**src/rtl/core/hpt_pkg.sv**
```systemverilog
`timescale 1ns / 1ps
// shared types, constants and helpers of the compensation block
// no dependencies; imported by hpt_alu, hpt_csr, hpt_seq and the top module
package hpt_pkg;

   // datapath width: widest product is the divisor term, below 2^71 in magnitude
   localparam int DP_W       = 72;
   localparam int ALU_B_W    = 64;
   localparam int ALU_CNT_W  = 7;
   localparam int CSR_ADDR_W = 6;
   localparam int CSR_DATA_W = 64;

   typedef logic signed [DP_W-1:0] dp_type;

   typedef enum logic {
      ALU_MUL,
      ALU_DIV
   } alu_op_type;

   typedef struct packed {
      logic                 start;
      alu_op_type           op;
      logic [ALU_CNT_W-1:0] count;
   } alu_ctl_type;

   typedef struct packed {
      logic   done;
      dp_type res;
   } alu_rsp_type;

   // register indexes of the configuration port
   typedef enum logic [2:0] {
      REG_TEMP = 3'd0,
      REG_PLO  = 3'd1,
      REG_PHI  = 3'd2,
      REG_P9   = 3'd3,
      REG_HUM  = 3'd4
   } reg_idx_type;

   // unpacked calibration coefficients
   typedef struct packed {
      logic        [15:0] t1;
      logic signed [15:0] t2;
      logic signed [15:0] t3;
      logic        [15:0] p1;
      logic signed [15:0] p2;
      logic signed [15:0] p3;
      logic signed [15:0] p4;
      logic signed [15:0] p5;
      logic signed [15:0] p6;
      logic signed [15:0] p7;
      logic signed [15:0] p8;
      logic signed [15:0] p9;
      logic         [7:0] h1;
      logic signed [15:0] h2;
      logic         [7:0] h3;
      logic signed [11:0] h4;
      logic signed [11:0] h5;
      logic signed  [7:0] h6;
   } coeff_type;

   typedef enum logic [1:0] {
      SEQ_IDLE,
      SEQ_ISSUE,
      SEQ_WAIT,
      SEQ_RESP
   } seq_state_type;

   typedef enum logic [4:0] {
      ST_T1, ST_T2, ST_T3,
      ST_P1, ST_P2, ST_P3, ST_P4, ST_P5, ST_P6,
      ST_P7, ST_P8, ST_P9, ST_P10, ST_P11,
      ST_H1, ST_H2, ST_H3, ST_H4, ST_H5, ST_H6, ST_H7, ST_H8
   } step_type;

   // arithmetic constants
   localparam dp_type TEMP_LO  = -72'sd4000;
   localparam dp_type TEMP_HI  = 72'sd8500;
   localparam dp_type T_RND    = 72'sd128;
   localparam dp_type PV_OFS   = 72'sd128000;
   localparam dp_type HV_OFS   = 72'sd76800;
   localparam dp_type BASE47   = 72'sd140737488355328;
   localparam dp_type NUM_LIM  = 72'sd2951479051793528;
   localparam dp_type PP_LIM   = 72'sd34359738368;
   localparam dp_type PRESS_LO = 72'sd7680000;
   localparam dp_type PRESS_HI = 72'sd28160000;
   localparam dp_type H_RND1   = 72'sd16384;
   localparam dp_type H_OFS2   = 72'sd32768;
   localparam dp_type H_OFS3   = 72'sd2097152;
   localparam dp_type H_RND2   = 72'sd8192;
   localparam dp_type U_LIM    = 72'sd4294967296;
   localparam dp_type SQ_LIM   = 72'sh00_8000_0000_0000_0000;
   localparam dp_type HUM_CAP  = 72'sd419430400;
   localparam dp_type DP_ONE_N = -72'sd1;
   localparam logic [20:0] PP_BASE = 21'd1048576;

   // sign extension of a narrow operand into the datapath
   function automatic dp_type to_dp(input logic signed [35:0] x);
      return DP_W'(x);
   endfunction

   function automatic dp_type abs_dp(input dp_type x);
      return x[DP_W-1] ? -x : x;
   endfunction

   // left-align an n-bit signed multiplier for msb-first scanning
   function automatic logic [ALU_B_W-1:0] align_b(input dp_type v,
                                                  input logic [ALU_CNT_W-1:0] n);
      logic [ALU_B_W-1:0] t;
      t = ALU_B_W'(v);
      return t << (ALU_CNT_W'(ALU_B_W) - n);
   endfunction

   // clamp the humidity term and drop its 12 low bits
   function automatic logic [16:0] hum_clamp(input dp_type y);
      dp_type c;
      c = y;
      if (y[DP_W-1]) begin
         c = '0;
      end else if (y > HUM_CAP) begin
         c = HUM_CAP;
      end
      return 17'(c >>> 12);
   endfunction

endpackage

```
**src/rtl/core/hpt_req_if.sv**
```systemverilog
`timescale 1ns / 1ps
// raw reading channel: valid/ready handshake plus the three converter values
// standalone interface, no dependencies
interface hpt_req_if;
   logic        valid;
   logic        ready;
   logic [19:0] raw_temp;
   logic [19:0] raw_press;
   logic [15:0] raw_hum;

   modport source (output valid, raw_temp, raw_press, raw_hum, input ready);
   modport sink (input valid, raw_temp, raw_press, raw_hum, output ready);
endinterface

```
**src/rtl/core/hpt_rsp_if.sv**
```systemverilog
`timescale 1ns / 1ps
// compensated result channel: valid/ready handshake plus the result fields
// standalone interface, no dependencies
interface hpt_rsp_if;
   logic               valid;
   logic               ready;
   logic signed [14:0] temp_centi;
   logic        [24:0] press_q8;
   logic        [16:0] hum_q10;
   logic               temp_held;
   logic               press_held;

   modport source (output valid, temp_centi, press_q8, hum_q10, temp_held, press_held,
                   input ready);
   modport sink (input valid, temp_centi, press_q8, hum_q10, temp_held, press_held,
                 output ready);
endinterface

```
**src/rtl/core/hpt_alu.sv**
```systemverilog
`timescale 1ns / 1ps
// shared shift-add multiplier / restoring divider, one bit per cycle
// depends on hpt_pkg
module hpt_alu (
   input  logic                          clock,
   input  logic                          reset,
   input  hpt_pkg::alu_ctl_type          ctl,
   input  hpt_pkg::dp_type               a,
   input  logic [hpt_pkg::ALU_B_W-1:0]   b,
   output hpt_pkg::alu_rsp_type          rsp
);
   import hpt_pkg::*;

   dp_type               acc_ff, acc_in;
   dp_type               a_ff, a_in;
   logic [ALU_B_W-1:0]   b_ff, b_in;
   logic [ALU_CNT_W-1:0] cnt_ff, cnt_in;
   alu_op_type           op_ff, op_in;
   logic                 first_ff, first_in;
   logic                 busy_ff, busy_in;
   logic                 done_ff, done_in;

   dp_type lhs;
   dp_type opnd;
   dp_type sum;
   logic   is_div;
   logic   sub;
   logic   qbit;

   // one adder: acc*2 +/- a for multiply, rem*2+bit - divisor for divide
   always_comb begin
      is_div = (op_ff == ALU_DIV);
      lhs    = is_div ? {acc_ff[DP_W-2:0], b_ff[ALU_B_W-1]} : {acc_ff[DP_W-2:0], 1'b0};
      sub    = is_div | (b_ff[ALU_B_W-1] & first_ff);
      opnd   = (is_div | b_ff[ALU_B_W-1]) ? a_ff : '0;
      sum    = lhs + (sub ? ~opnd : opnd) + DP_W'(sub);
      qbit   = is_div & ~sum[DP_W-1];
   end

   // iteration control
   always_comb begin
      acc_in   = acc_ff;
      a_in     = a_ff;
      b_in     = b_ff;
      cnt_in   = cnt_ff;
      op_in    = op_ff;
      first_in = first_ff;
      busy_in  = busy_ff;
      done_in  = 1'b0;
      if (ctl.start) begin
         acc_in   = '0;
         a_in     = a;
         b_in     = b;
         cnt_in   = ctl.count;
         op_in    = ctl.op;
         first_in = 1'b1;
         busy_in  = 1'b1;
      end else if (busy_ff) begin
         acc_in   = (is_div & sum[DP_W-1]) ? lhs : sum;
         b_in     = {b_ff[ALU_B_W-2:0], qbit};
         cnt_in   = cnt_ff - ALU_CNT_W'(1);
         first_in = 1'b0;
         if (cnt_ff == ALU_CNT_W'(1)) begin
            busy_in = 1'b0;
            done_in = 1'b1;
         end
      end
   end

   always_ff @(posedge clock) begin
      if (reset) begin
         busy_ff <= 1'b0;
         done_ff <= 1'b0;
      end else begin
         busy_ff <= busy_in;
         done_ff <= done_in;
      end
   end

   always_ff @(posedge clock) begin
      acc_ff   <= acc_in;
      a_ff     <= a_in;
      b_ff     <= b_in;
      cnt_ff   <= cnt_in;
      op_ff    <= op_in;
      first_ff <= first_in;
   end

   // quotient sits in the low bits of the shift register
   assign rsp.done = done_ff;
   assign rsp.res  = (op_ff == ALU_DIV) ? DP_W'({1'b0, b_ff[ALU_B_W-2:0]}) : acc_ff;

endmodule

```
**src/rtl/core/hpt_csr.sv**
```systemverilog
`timescale 1ns / 1ps
// calibration coefficient registers behind the apb-style port
// depends on hpt_pkg
module hpt_csr (
   input  logic                             clock,
   input  logic                             reset,
   input  logic                             psel,
   input  logic                             penable,
   input  logic                             pwrite,
   input  logic [hpt_pkg::CSR_ADDR_W-1:0]   paddr,
   input  logic [hpt_pkg::CSR_DATA_W-1:0]   pwdata,
   output logic [hpt_pkg::CSR_DATA_W-1:0]   prdata,
   output logic                             pready,
   output hpt_pkg::coeff_type               coeff
);
   import hpt_pkg::*;

   logic [47:0] temp_ff, temp_in;
   logic [63:0] plo_ff, plo_in;
   logic [63:0] phi_ff, phi_in;
   logic [15:0] p9_ff, p9_in;
   logic [63:0] hum_ff, hum_in;
   logic        wr_en;
   reg_idx_type idx;

   assign pready = 1'b1;
   assign wr_en  = psel & penable & pwrite;
   assign idx    = reg_idx_type'(paddr[5:3]);

   // write decode
   always_comb begin
      temp_in = temp_ff;
      plo_in  = plo_ff;
      phi_in  = phi_ff;
      p9_in   = p9_ff;
      hum_in  = hum_ff;
      if (wr_en) begin
         unique case (idx)
            REG_TEMP: temp_in = pwdata[47:0];
            REG_PLO:  plo_in  = pwdata;
            REG_PHI:  phi_in  = pwdata;
            REG_P9:   p9_in   = pwdata[15:0];
            REG_HUM:  hum_in  = pwdata;
            default:  temp_in = temp_ff;
         endcase
      end
   end

   // read mux
   always_comb begin
      unique case (idx)
         REG_TEMP: prdata = {16'd0, temp_ff};
         REG_PLO:  prdata = plo_ff;
         REG_PHI:  prdata = phi_ff;
         REG_P9:   prdata = {48'd0, p9_ff};
         REG_HUM:  prdata = hum_ff;
         default:  prdata = '0;
      endcase
   end

   always_ff @(posedge clock) begin
      if (reset) begin
         temp_ff <= '0;
         plo_ff  <= '0;
         phi_ff  <= '0;
         p9_ff   <= '0;
         hum_ff  <= '0;
      end else begin
         temp_ff <= temp_in;
         plo_ff  <= plo_in;
         phi_ff  <= phi_in;
         p9_ff   <= p9_in;
         hum_ff  <= hum_in;
      end
   end

   // coefficient fields
   assign coeff.t1 = temp_ff[15:0];
   assign coeff.t2 = temp_ff[31:16];
   assign coeff.t3 = temp_ff[47:32];
   assign coeff.p1 = plo_ff[15:0];
   assign coeff.p2 = plo_ff[31:16];
   assign coeff.p3 = plo_ff[47:32];
   assign coeff.p4 = plo_ff[63:48];
   assign coeff.p5 = phi_ff[15:0];
   assign coeff.p6 = phi_ff[31:16];
   assign coeff.p7 = phi_ff[47:32];
   assign coeff.p8 = phi_ff[63:48];
   assign coeff.p9 = p9_ff;
   assign coeff.h1 = hum_ff[7:0];
   assign coeff.h2 = hum_ff[23:8];
   assign coeff.h3 = hum_ff[31:24];
   assign coeff.h4 = hum_ff[43:32];
   assign coeff.h5 = hum_ff[55:44];
   assign coeff.h6 = hum_ff[63:56];

endmodule

```
**src/rtl/core/hpt_seq.sv**
```systemverilog
`timescale 1ns / 1ps
// step sequencer: feeds the shared alu, folds each product into the formulas
// depends on hpt_pkg, hpt_req_if, hpt_rsp_if
module hpt_seq (
   input  logic                          clock,
   input  logic                          reset,
   hpt_req_if.sink                       req,
   hpt_rsp_if.source                     rsp,
   input  hpt_pkg::coeff_type            coeff,
   output hpt_pkg::alu_ctl_type          alu_ctl,
   output hpt_pkg::dp_type               alu_a,
   output logic [hpt_pkg::ALU_B_W-1:0]   alu_b,
   input  hpt_pkg::alu_rsp_type          alu_rsp
);
   import hpt_pkg::*;

   seq_state_type      state_ff, state_in;
   step_type           step_ff, step_in;
   logic        [19:0] rt_ff, rt_in;
   logic        [19:0] rp_ff, rp_in;
   logic        [15:0] rh_ff, rh_in;
   logic signed [24:0] fine_ff, fine_in;
   dp_type             r0_ff, r0_in;
   dp_type             r1_ff, r1_in;
   dp_type             r2_ff, r2_in;
   logic signed [14:0] last_temp_ff, last_temp_in;
   logic        [24:0] last_press_ff, last_press_in;
   logic signed [14:0] temp_out_ff, temp_out_in;
   logic        [24:0] press_out_ff, press_out_in;
   logic        [16:0] hum_out_ff, hum_out_in;
   logic               th_ff, th_in;
   logic               ph_ff, ph_in;

   dp_type                pv;
   dp_type                hv;
   dp_type                r0_mag;
   dp_type                op_a;
   dp_type                op_b;
   logic [ALU_CNT_W-1:0]  op_n;
   alu_op_type            op_code;
   logic                  consume;
   logic                  finish;
   dp_type                res;
   dp_type                fine_v;
   dp_type                tc_v;
   dp_type                num_v;
   dp_type                pp_v;
   dp_type                pr_v;
   dp_type                u_v;
   dp_type                y_v;
   logic                  tbad;
   logic                  pbad;

   assign pv      = to_dp(36'(fine_ff)) - PV_OFS;
   assign hv      = to_dp(36'(fine_ff)) - HV_OFS;
   assign r0_mag  = abs_dp(r0_ff);
   assign res     = alu_rsp.res;
   assign consume = (state_ff == SEQ_WAIT) & alu_rsp.done;

   // operand select per step
   always_comb begin
      op_a    = r1_ff;
      op_b    = '0;
      op_n    = ALU_CNT_W'(16);
      op_code = ALU_MUL;
      unique case (step_ff)
         ST_T1: begin
            op_a = to_dp(36'(rt_ff >> 3)) - (to_dp(36'(coeff.t1)) <<< 1);
            op_b = to_dp(36'(coeff.t2));
         end
         ST_T2: begin
            op_a = to_dp(36'(rt_ff >> 4)) - to_dp(36'(coeff.t1));
            op_b = op_a;
            op_n = ALU_CNT_W'(17);
         end
         ST_T3: begin
            op_a = r1_ff;
            op_b = to_dp(36'(coeff.t3));
         end
         ST_P1: begin
            op_a = pv;
            op_b = pv;
            op_n = ALU_CNT_W'(25);
         end
         ST_P2: begin
            op_a = r0_ff;
            op_b = to_dp(36'(coeff.p6));
         end
         ST_P3: begin
            op_a = pv;
            op_b = to_dp(36'(coeff.p5));
         end
         ST_P4: begin
            op_a = r0_ff;
            op_b = to_dp(36'(coeff.p3));
         end
         ST_P5: begin
            op_a = pv;
            op_b = to_dp(36'(coeff.p2));
         end
         ST_P6: begin
            op_a = r2_ff;
            op_b = to_dp(36'(coeff.p1));
            op_n = ALU_CNT_W'(17);
         end
         ST_P7: begin
            op_a = r0_ff;
            op_b = 72'sd3125;
            op_n = ALU_CNT_W'(13);
         end
         ST_P8: begin
            op_a    = abs_dp(r2_ff);
            op_n    = ALU_CNT_W'(63);
            op_code = ALU_DIV;
         end
         ST_P9: begin
            op_a = r0_ff >>> 13;
            op_b = op_a;
            op_n = ALU_CNT_W'(23);
         end
         ST_P10: begin
            op_a = r1_ff;
            op_b = to_dp(36'(coeff.p9));
         end
         ST_P11: begin
            op_a = r0_ff;
            op_b = to_dp(36'(coeff.p8));
         end
         ST_H1: begin
            op_a = hv;
            op_b = to_dp(36'(coeff.h5));
            op_n = ALU_CNT_W'(12);
         end
         ST_H2: begin
            op_a = hv;
            op_b = to_dp(36'(coeff.h6));
            op_n = ALU_CNT_W'(8);
         end
         ST_H3: begin
            op_a = hv;
            op_b = to_dp(36'(coeff.h3));
            op_n = ALU_CNT_W'(9);
         end
         ST_H4: begin
            op_a = r1_ff;
            op_b = r2_ff;
            op_n = ALU_CNT_W'(22);
         end
         ST_H5: begin
            op_a = r1_ff;
            op_b = to_dp(36'(coeff.h2));
         end
         ST_H6: begin
            op_a = r1_ff;
            op_b = r0_ff;
            op_n = ALU_CNT_W'(22);
         end
         ST_H7: begin
            op_a = r1_ff;
            op_b = r1_ff;
            op_n = ALU_CNT_W'(33);
         end
         ST_H8: begin
            op_a = r1_ff;
            op_b = to_dp(36'(coeff.h1));
            op_n = ALU_CNT_W'(9);
         end
         default: begin
            op_a = r1_ff;
         end
      endcase
   end

   // dividend magnitude goes msb-first, left-aligned above the quotient slot
   assign alu_a = op_a;
   assign alu_b = (op_code == ALU_DIV) ? {r0_mag[ALU_B_W-2:0], 1'b0} : align_b(op_b, op_n);

   // next state
   always_comb begin
      state_in = state_ff;
      unique case (state_ff)
         SEQ_IDLE:  if (req.valid) state_in = SEQ_ISSUE;
         SEQ_ISSUE: state_in = SEQ_WAIT;
         SEQ_WAIT: begin
            if (alu_rsp.done) begin
               state_in = finish ? SEQ_RESP : SEQ_ISSUE;
            end
         end
         SEQ_RESP:  if (rsp.ready) state_in = SEQ_IDLE;
         default:   state_in = SEQ_IDLE;
      endcase
   end

   // fsm outputs
   always_comb begin
      req.ready     = 1'b0;
      rsp.valid     = 1'b0;
      alu_ctl.start = 1'b0;
      alu_ctl.op    = op_code;
      alu_ctl.count = op_n;
      unique case (state_ff)
         SEQ_IDLE:  req.ready     = 1'b1;
         SEQ_ISSUE: alu_ctl.start = 1'b1;
         SEQ_WAIT:  req.ready     = 1'b0;
         SEQ_RESP:  rsp.valid     = 1'b1;
         default:   req.ready     = 1'b0;
      endcase
   end

   // datapath: fold each finished product into the formulas
   always_comb begin
      step_in       = step_ff;
      rt_in         = rt_ff;
      rp_in         = rp_ff;
      rh_in         = rh_ff;
      fine_in       = fine_ff;
      r0_in         = r0_ff;
      r1_in         = r1_ff;
      r2_in         = r2_ff;
      last_temp_in  = last_temp_ff;
      last_press_in = last_press_ff;
      temp_out_in   = temp_out_ff;
      press_out_in  = press_out_ff;
      hum_out_in    = hum_out_ff;
      th_in         = th_ff;
      ph_in         = ph_ff;
      finish        = 1'b0;
      fine_v        = '0;
      tc_v          = '0;
      num_v         = '0;
      pp_v          = '0;
      pr_v          = '0;
      u_v           = '0;
      y_v           = '0;
      tbad          = 1'b0;
      pbad          = 1'b0;

      // transfer in: latch raw readings
      if ((state_ff == SEQ_IDLE) && req.valid) begin
         rt_in   = req.raw_temp;
         rp_in   = req.raw_press;
         rh_in   = req.raw_hum;
         step_in = ST_T1;
      end

      if (consume) begin
         case (step_ff)
            ST_T1: begin
               r0_in   = res >>> 11;
               step_in = ST_T2;
            end
            ST_T2: begin
               r1_in   = res >>> 12;
               step_in = ST_T3;
            end
            // fine temperature and the temperature result
            ST_T3: begin
               fine_v  = r0_ff + (res >>> 14);
               fine_in = fine_v[24:0];
               tc_v    = ((fine_v <<< 2) + fine_v + T_RND) >>> 8;
               tbad    = (tc_v < TEMP_LO) || (tc_v > TEMP_HI);
               th_in   = tbad;
               if (tbad) begin
                  temp_out_in = last_temp_ff;
               end else begin
                  temp_out_in  = tc_v[14:0];
                  last_temp_in = tc_v[14:0];
               end
               step_in = ST_P1;
            end
            ST_P1: begin
               r0_in   = res;
               step_in = ST_P2;
            end
            ST_P2: begin
               r1_in   = res;
               step_in = ST_P3;
            end
            ST_P3: begin
               r1_in   = r1_ff + (res <<< 17) + (to_dp(36'(coeff.p4)) <<< 35);
               step_in = ST_P4;
            end
            ST_P4: begin
               r2_in   = res >>> 8;
               step_in = ST_P5;
            end
            ST_P5: begin
               r2_in   = BASE47 + r2_ff + (res <<< 12);
               step_in = ST_P6;
            end
            // divisor, then numerator with its range check
            ST_P6: begin
               r2_in = res >>> 33;
               num_v = (to_dp(36'(PP_BASE - {1'b0, rp_ff})) <<< 31) - r1_ff;
               pbad  = ((res >>> 33) == '0) || (num_v > NUM_LIM) || (num_v < -NUM_LIM);
               r0_in = num_v;
               if (pbad) begin
                  press_out_in = last_press_ff;
                  ph_in        = 1'b1;
                  step_in      = ST_H1;
               end else begin
                  step_in = ST_P7;
               end
            end
            ST_P7: begin
               r0_in   = res;
               step_in = ST_P8;
            end
            // truncating signed quotient from the magnitude divide
            ST_P8: begin
               pp_v  = (r0_ff[DP_W-1] ^ r2_ff[DP_W-1]) ? -res : res;
               r0_in = pp_v;
               pbad  = (pp_v >= PP_LIM) || (pp_v <= -PP_LIM);
               if (pbad) begin
                  press_out_in = last_press_ff;
                  ph_in        = 1'b1;
                  step_in      = ST_H1;
               end else begin
                  step_in = ST_P9;
               end
            end
            ST_P9: begin
               r1_in   = res;
               step_in = ST_P10;
            end
            ST_P10: begin
               r2_in   = res >>> 25;
               step_in = ST_P11;
            end
            // pressure result and range check
            ST_P11: begin
               pr_v = ((r0_ff + r2_ff + (res >>> 19)) >>> 8) +
                      (to_dp(36'(coeff.p7)) <<< 4);
               pbad = (pr_v < PRESS_LO) || (pr_v > PRESS_HI);
               ph_in = pbad;
               if (pbad) begin
                  press_out_in = last_press_ff;
               end else begin
                  press_out_in  = pr_v[24:0];
                  last_press_in = pr_v[24:0];
               end
               step_in = ST_H1;
            end
            ST_H1: begin
               r0_in = ((to_dp(36'(rh_ff)) <<< 14) - (to_dp(36'(coeff.h4)) <<< 20) -
                        res + H_RND1) >>> 15;
               step_in = ST_H2;
            end
            ST_H2: begin
               r1_in   = res >>> 10;
               step_in = ST_H3;
            end
            ST_H3: begin
               r2_in   = (res >>> 11) + H_OFS2;
               step_in = ST_H4;
            end
            ST_H4: begin
               r1_in   = (res >>> 10) + H_OFS3;
               step_in = ST_H5;
            end
            ST_H5: begin
               r1_in   = (res + H_RND2) >>> 14;
               step_in = ST_H6;
            end
            // raw humidity term; square correction only with a nonzero h1 and u below U_LIM
            ST_H6: begin
               r0_in = res;
               u_v   = abs_dp(res >>> 15);
               r1_in = u_v;
               if (coeff.h1 == 8'd0) begin
                  y_v        = res;
                  hum_out_in = hum_clamp(y_v);
                  finish     = 1'b1;
               end else if (u_v >= U_LIM) begin
                  y_v        = DP_ONE_N;
                  hum_out_in = hum_clamp(y_v);
                  finish     = 1'b1;
               end else begin
                  step_in = ST_H7;
               end
            end
            ST_H7: begin
               r1_in   = res >>> 7;
               step_in = ST_H8;
            end
            ST_H8: begin
               y_v        = (res >= SQ_LIM) ? DP_ONE_N : (r0_ff - (res >>> 4));
               hum_out_in = hum_clamp(y_v);
               finish     = 1'b1;
            end
            default: begin
               finish = 1'b0;
            end
         endcase
      end
   end

   always_ff @(posedge clock) begin
      if (reset) begin
         state_ff      <= SEQ_IDLE;
         last_temp_ff  <= '0;
         last_press_ff <= '0;
      end else begin
         state_ff      <= state_in;
         last_temp_ff  <= last_temp_in;
         last_press_ff <= last_press_in;
      end
   end

   always_ff @(posedge clock) begin
      step_ff      <= step_in;
      rt_ff        <= rt_in;
      rp_ff        <= rp_in;
      rh_ff        <= rh_in;
      fine_ff      <= fine_in;
      r0_ff        <= r0_in;
      r1_ff        <= r1_in;
      r2_ff        <= r2_in;
      temp_out_ff  <= temp_out_in;
      press_out_ff <= press_out_in;
      hum_out_ff   <= hum_out_in;
      th_ff        <= th_in;
      ph_ff        <= ph_in;
   end

   assign rsp.temp_centi = temp_out_ff;
   assign rsp.press_q8   = press_out_ff;
   assign rsp.hum_q10    = hum_out_ff;
   assign rsp.temp_held  = th_ff;
   assign rsp.press_held = ph_ff;

endmodule

```
**src/rtl/core/humidity_pressure_temp_compensation.sv**
```systemverilog
`timescale 1ns / 1ps
// Temperature / pressure / humidity compensation. Each transfer on req carries raw
// 20-bit temperature, 20-bit pressure and 16-bit humidity readings; one transfer on rsp
// returns temperature in 0.01 degC, pressure in Pa * 256 and relative humidity in
// % * 1024 (clamped to 0..100 %). A temperature outside -40..85 degC, or a pressure
// outside 300..1100 hPa, with a zero divisor term or with an out-of-range numerator or
// quotient, repeats the last good value with its held flag set. Coefficients are to be
// written over the APB port (registers at 8-byte steps) while no item is in flight; the
// block itself does not enforce this. One item at a time: every product and the single
// quotient go through one shared shift-add/subtract unit at one bit per cycle, and the
// next item is accepted only after the result has transferred. A held pressure skips
// the remaining pressure steps, humidity without its square term skips its last two
// products, and a stalled result delays the next item.
// depends on hpt_pkg, hpt_req_if, hpt_rsp_if, hpt_alu, hpt_csr, hpt_seq
module humidity_pressure_temp_compensation (
   input  logic                             clock,
   input  logic                             reset,
   hpt_req_if.sink                          req,
   hpt_rsp_if.source                        rsp,
   input  logic                             psel,
   input  logic                             penable,
   input  logic                             pwrite,
   input  logic [hpt_pkg::CSR_ADDR_W-1:0]   paddr,
   input  logic [hpt_pkg::CSR_DATA_W-1:0]   pwdata,
   output logic [hpt_pkg::CSR_DATA_W-1:0]   prdata,
   output logic                             pready
);
   import hpt_pkg::*;

   coeff_type            coeff;
   alu_ctl_type          alu_ctl;
   alu_rsp_type          alu_rsp;
   dp_type               alu_a;
   logic [ALU_B_W-1:0]   alu_b;

   // coefficient registers
   hpt_csr u_csr (
      .clock   (clock),
      .reset   (reset),
      .psel    (psel),
      .penable (penable),
      .pwrite  (pwrite),
      .paddr   (paddr),
      .pwdata  (pwdata),
      .prdata  (prdata),
      .pready  (pready),
      .coeff   (coeff)
   );

   // shared arithmetic unit
   hpt_alu u_alu (
      .clock (clock),
      .reset (reset),
      .ctl   (alu_ctl),
      .a     (alu_a),
      .b     (alu_b),
      .rsp   (alu_rsp)
   );

   // sequencer and result registers
   hpt_seq u_seq (
      .clock   (clock),
      .reset   (reset),
      .req     (req),
      .rsp     (rsp),
      .coeff   (coeff),
      .alu_ctl (alu_ctl),
      .alu_a   (alu_a),
      .alu_b   (alu_b),
      .alu_rsp (alu_rsp)
   );

endmodule
```
**src/flat_wrapper.sv**
```systemverilog
// flat-port wrapper written by rule: the top's interface ports become plain ports
module humidity_pressure_temp_compensation_flat import hpt_pkg::*;
  (clock, reset, psel, penable, pwrite, paddr, pwdata, prdata, pready, req_valid, req_raw_temp, req_raw_press, req_raw_hum, req_ready, rsp_valid, rsp_temp_centi, rsp_press_q8, rsp_hum_q10, rsp_temp_held, rsp_press_held, rsp_ready);
  hpt_req_if req_i ();
  hpt_rsp_if rsp_i ();
  input  logic clock;
  input  logic reset;
  input  logic psel;
  input  logic penable;
  input  logic pwrite;
  input  logic [hpt_pkg::CSR_ADDR_W-1:0] paddr;
  input  logic [hpt_pkg::CSR_DATA_W-1:0] pwdata;
  output logic [hpt_pkg::CSR_DATA_W-1:0] prdata;
  output logic pready;
  input wire logic [$bits(req_i.valid)-1:0] req_valid;
  input wire logic [$bits(req_i.raw_temp)-1:0] req_raw_temp;
  input wire logic [$bits(req_i.raw_press)-1:0] req_raw_press;
  input wire logic [$bits(req_i.raw_hum)-1:0] req_raw_hum;
  output wire logic [$bits(req_i.ready)-1:0] req_ready;
  output wire logic [$bits(rsp_i.valid)-1:0] rsp_valid;
  output wire logic [$bits(rsp_i.temp_centi)-1:0] rsp_temp_centi;
  output wire logic [$bits(rsp_i.press_q8)-1:0] rsp_press_q8;
  output wire logic [$bits(rsp_i.hum_q10)-1:0] rsp_hum_q10;
  output wire logic [$bits(rsp_i.temp_held)-1:0] rsp_temp_held;
  output wire logic [$bits(rsp_i.press_held)-1:0] rsp_press_held;
  input wire logic [$bits(rsp_i.ready)-1:0] rsp_ready;
  assign req_i.valid = req_valid;
  assign req_i.raw_temp = req_raw_temp;
  assign req_i.raw_press = req_raw_press;
  assign req_i.raw_hum = req_raw_hum;
  assign req_ready = req_i.ready;
  assign rsp_valid = rsp_i.valid;
  assign rsp_temp_centi = rsp_i.temp_centi;
  assign rsp_press_q8 = rsp_i.press_q8;
  assign rsp_hum_q10 = rsp_i.hum_q10;
  assign rsp_temp_held = rsp_i.temp_held;
  assign rsp_press_held = rsp_i.press_held;
  assign rsp_i.ready = rsp_ready;
  humidity_pressure_temp_compensation u_core (.clock(clock), .reset(reset), .req(req_i), .rsp(rsp_i), .psel(psel), .penable(penable), .pwrite(pwrite), .paddr(paddr), .pwdata(pwdata), .prdata(prdata), .pready(pready));
endmodule
```
**config.mk**
```make
export PLATFORM = sky130hd
export DESIGN_NAME = humidity_pressure_temp_compensation_flat
export DESIGN_NICKNAME = d
export VERILOG_FILES = /design/src/rtl/core/hpt_pkg.sv /design/src/rtl/core/hpt_req_if.sv /design/src/rtl/core/hpt_rsp_if.sv /design/src/rtl/core/hpt_alu.sv /design/src/rtl/core/hpt_csr.sv /design/src/rtl/core/hpt_seq.sv /design/src/rtl/core/humidity_pressure_temp_compensation.sv /design/src/flat_wrapper.sv
export SDC_FILE = /design/constraint.sdc
export NUM_CORES = 2
export LEC_CHECK = 0
export BUFFER_PORTS_ARGS = -buffer_cell sky130_fd_sc_hd__buf_2
export CORE_UTILIZATION = 28
export DETAILED_ROUTE_END_ITERATION = 8
export PLACE_DENSITY = 0.39
export SYNTH_ARGS = -nofsm -noshare
export SYNTH_HDL_FRONTEND = slang
export SYNTH_HIERARCHICAL = 1
export SYNTH_SLANG_ARGS = --single-unit
```
**constraint.sdc**
```tcl
create_clock -name clock -period 19.9 [get_ports clock]
set_input_delay 1.99 -clock clock [delete_from_list [all_inputs] [get_ports clock]]
set_output_delay 1.99 -clock clock [all_outputs]
set_load 0.03 [all_outputs]
```
==> results.txt <==
failing checks: DRC
Leak: 46.5 nW
peak supply drop: 0.104 mV
Nets: 14,500
peak per-stage delay on the critical path: 0.83 ns
max-cap violations: 0
worst skew pair latency: 0.95 ns
CTS tree: yes
status: finished with violations
P&R area growth vs syn: 10.9%
Tmin final: 12.95 ns
R2R setup slack: 6.95 ns
Routed Antenna Nets: 0
site row count: 226
Multi-input gate area: 79,700 sq um
Startpoint Class: flop
layout cell share with drive strength beyond 1: 0.0946
post-detail-place hpwl: 536,000 um
initial core utilization: 0.282
DR WL/cell: 36.5 um
Die H: 620 um
Worst Skew: 0.129 ns
Storage cell area: 22,500 sq um
Primary FF master, synth: edfxtp_1
clock sinks: 875
DRC Markers: 13
input/output buffers: 251
CTS root buf: clkbuf_16
Die Span X: 620 um
CP arrival: 13.62 ns
CP required: 20.57 ns
Finished Cell Area: 119,000 sq um
Post-CTS Resized: 0
Max Slew Vio Count: 0
first-pass GRT wire length: 914,000 um
CTS Buffer Depth: 4
I/O pin total: 259
1st-pass router iterations: 9
Slew headroom: 0.0299
via-per-instance ratio: 6.24
Top cell by count, worst path: buf_4
# fillers: 40,600
Seq/Total Area, Yosys: 0.211
total number of vias: 116,000
flops & latches, synth: 875
Post-CTS Setup Inserts: 0
# setup viols final: 0
Reg clk slew, reported paths: 0.06 ns
pwr dens: 136 nW/um^2
Critical R2R Launch: u_core/u_alu/is_div
RSZ-0062 raised after global routing: no
Ys Warns: 6
Mean Syn Cell Area: 7.93 sq um
Core Region: 379,000 sq um
Hold Crit Class: reg2reg
synth unique cells: 104
Mapped Cells: 13,500
H-tree depth: 3
Fin Setup TNS: 0 ns
Tightest Pin Transition: 1.45 ns
Cell Area, Synth: 107,000 sq um
Min-Delay Startpoint: u_core/u_seq/last_press_ff[5]
initial antenna violation count: 63
leading cell types in the layout, fill and taps excluded: 1,127 x a21oi_1, 1,106 x nand2_1, 1,063 x nor2_1
Worst Setup SP: u_core/u_alu/is_div
slowest cell on the critical path: nor2_1
Post-synth EDFFs: 497
final hold violation count: 0
simple-gate portion of the synthesized area: 0.199
final worst slack: 6.95 ns
fmax: 77.2 MHz
commonest non-fill, non-tap cell in the layout: a21oi_1
asr flop ratio synth: 0
total CTS buffers: 123
Placed Instance Area: 114,000 sq um
total track usage: 0.338
Post-Synth XOR/XNOR Area: 0.0838
Placer Congestion: 1.02
Die ar.: 384,000 sq um
largest family of logic cells by synthesized area: compound AO/OA/AOI/OAI gates
final WL: 676,000 um
Compound-Gate Fraction of Synth Area: 0.268
post-synthesis mux area share: 0.0585
pre-CTS setup slack: 7.02 ns
crit path max fanout: 51
vias in the first global route: 111,000
global route overflow: 0
# hold bufs at CTS: 0
fin crit share: 0.651
Adder-Cell Fraction of Synth Area: 0.131
Starting DRT DRC Count: 14,900
largest net degree at the start of global routing: 127
Crit. End Element: flop
Crit Path Category: reg2reg
## cell usage after synthesis, types with 88 or more instances
cell / count / share of area
a211oi_1: 157 / 0.011
a21o_1: 346 / 0.024
a21oi_1: 1130 / 0.053
a221oi_1: 134 / 0.011
a222oi_1: 130 / 0.012
a22oi_1: 255 / 0.018
a31oi_1: 150 / 0.0088
and3_1: 113 / 0.0066
clkbuf_1: 757 / 0.027
dfxtp_1: 378 / 0.071
edfxtp_1: 497 / 0.14
fa_1: 124 / 0.023
ha_1: 917 / 0.11
inv_1: 364 / 0.013
mux2_2: 200 / 0.021
mux2i_1: 390 / 0.037
nand2_1: 1109 / 0.039
nand2b_1: 416 / 0.024
nand3_1: 288 / 0.013
nand4_1: 242 / 0.014
nor2_1: 1086 / 0.038
nor2b_1: 106 / 0.0062
nor3_1: 276 / 0.013
nor4_1: 139 / 0.0081
o211ai_1: 168 / 0.012
o21a_1: 88 / 0.0062
o21ai_0: 875 / 0.041
o21bai_1: 101 / 0.0071
o31ai_1: 102 / 0.0072
xnor2_1: 634 / 0.052
xor2_1: 388 / 0.032
## kinds of logic (layout without fill, tap and decap cells)
logic type,Yosys count,after routing
compound gates,4339,4339
simple gates,4297,4297
buf+inv,1308,1292
fa+ha+maj,1041,1041
xor+xnor,1022,1022
flops,875,875
mux,594,594
other cells,2,35
## worst max-delay path: cells and delay by family (launching register included)
kind            cells  cell delay (ns)
fa+ha+maj           3             1.40
flops               1             0.63
simple gates       12             3.84
compound gates     12             3.55
mux                 2             0.73
buf+inv             7             2.44
## path summary, 6_finish.rpt
path,endpoint,depth (start not counted)
hold reg to reg,u_core/u_seq/last_press_ff[5],2
setup reg to reg,u_core/u_seq/rsp.press_q8[7],36
hold / removal,u_core/u_seq/last_press_ff[5],2
setup / recovery,u_core/u_seq/rsp.press_q8[7],36
## registers in the layout, summed over array words and instances (netlist names), 17 cells and up
| name | flops |
|---|---|
| u_core/u_alu/a_ff | 72 |
| u_core/u_alu/acc_ff | 72 |
| u_core/u_alu/b_ff | 64 |
| u_core/u_csr/hum_ff | 64 |
| u_core/u_csr/phi_ff | 64 |
| u_core/u_csr/plo_ff | 64 |
| u_core/u_csr/temp_ff | 48 |
| u_core/u_seq/fine_ff | 25 |
| u_core/u_seq/last_press_ff | 25 |
| u_core/u_seq/r0_ff | 72 |
| u_core/u_seq/r1_ff | 72 |
| u_core/u_seq/r2_ff | 72 |
| u_core/u_seq/rp_ff | 20 |
| u_core/u_seq/rsp.hum_q10 | 17 |
| u_core/u_seq/rsp.press_q8 | 25 |
| u_core/u_seq/rt_ff | 17 |
## through the flow
step / power [W] / utilization / cells / hold slack (ns)
after floorplan: 0.00941 / - / 13500 / 0.431
after global placement: 0.0136 / 0.301 / 18300 / 0.464
after detailed placement: 0.0136 / 0.301 / 18300 / 0.456
after CTS: 0.0160 / 0.312 / 18500 / 0.467
after global routing: 0.0170 / 0.312 / 18500 / 0.502
final: 0.0161 / 0.312 / 18500 / 0.466
## final cells by class
type,instances,area share
well taps,5016,0.0530
diodes,32,0.000676
repair buffers,664,0.0370
clock buffers,174,0.0304
inverters,405,0.0128
clock inverters,49,0.00382
flip-flops and latches,875,0.190
multi-input cells,11300,0.673
## per-layer routing
metal  GRT usage  share of wire  routed length (um)
met1       0.433           0.41              276000
met2       0.520           0.43              291000
met3      0.0730          0.093               62600
met4       0.201          0.068               46100
met5           0        0.00014                  94
## power by group
part	switching, W	total [W]	leakage, nW	internal, W
sequential	0.000135	0.00221	7.66	0.00208
combinational	0.00787	0.0116	36.8	0.00369
clock	0.00101	0.00234	2.01	0.00133
total	0.00902	0.0161	46.5	0.00710
No activity file was read; power rests on OpenSTA's default activity.
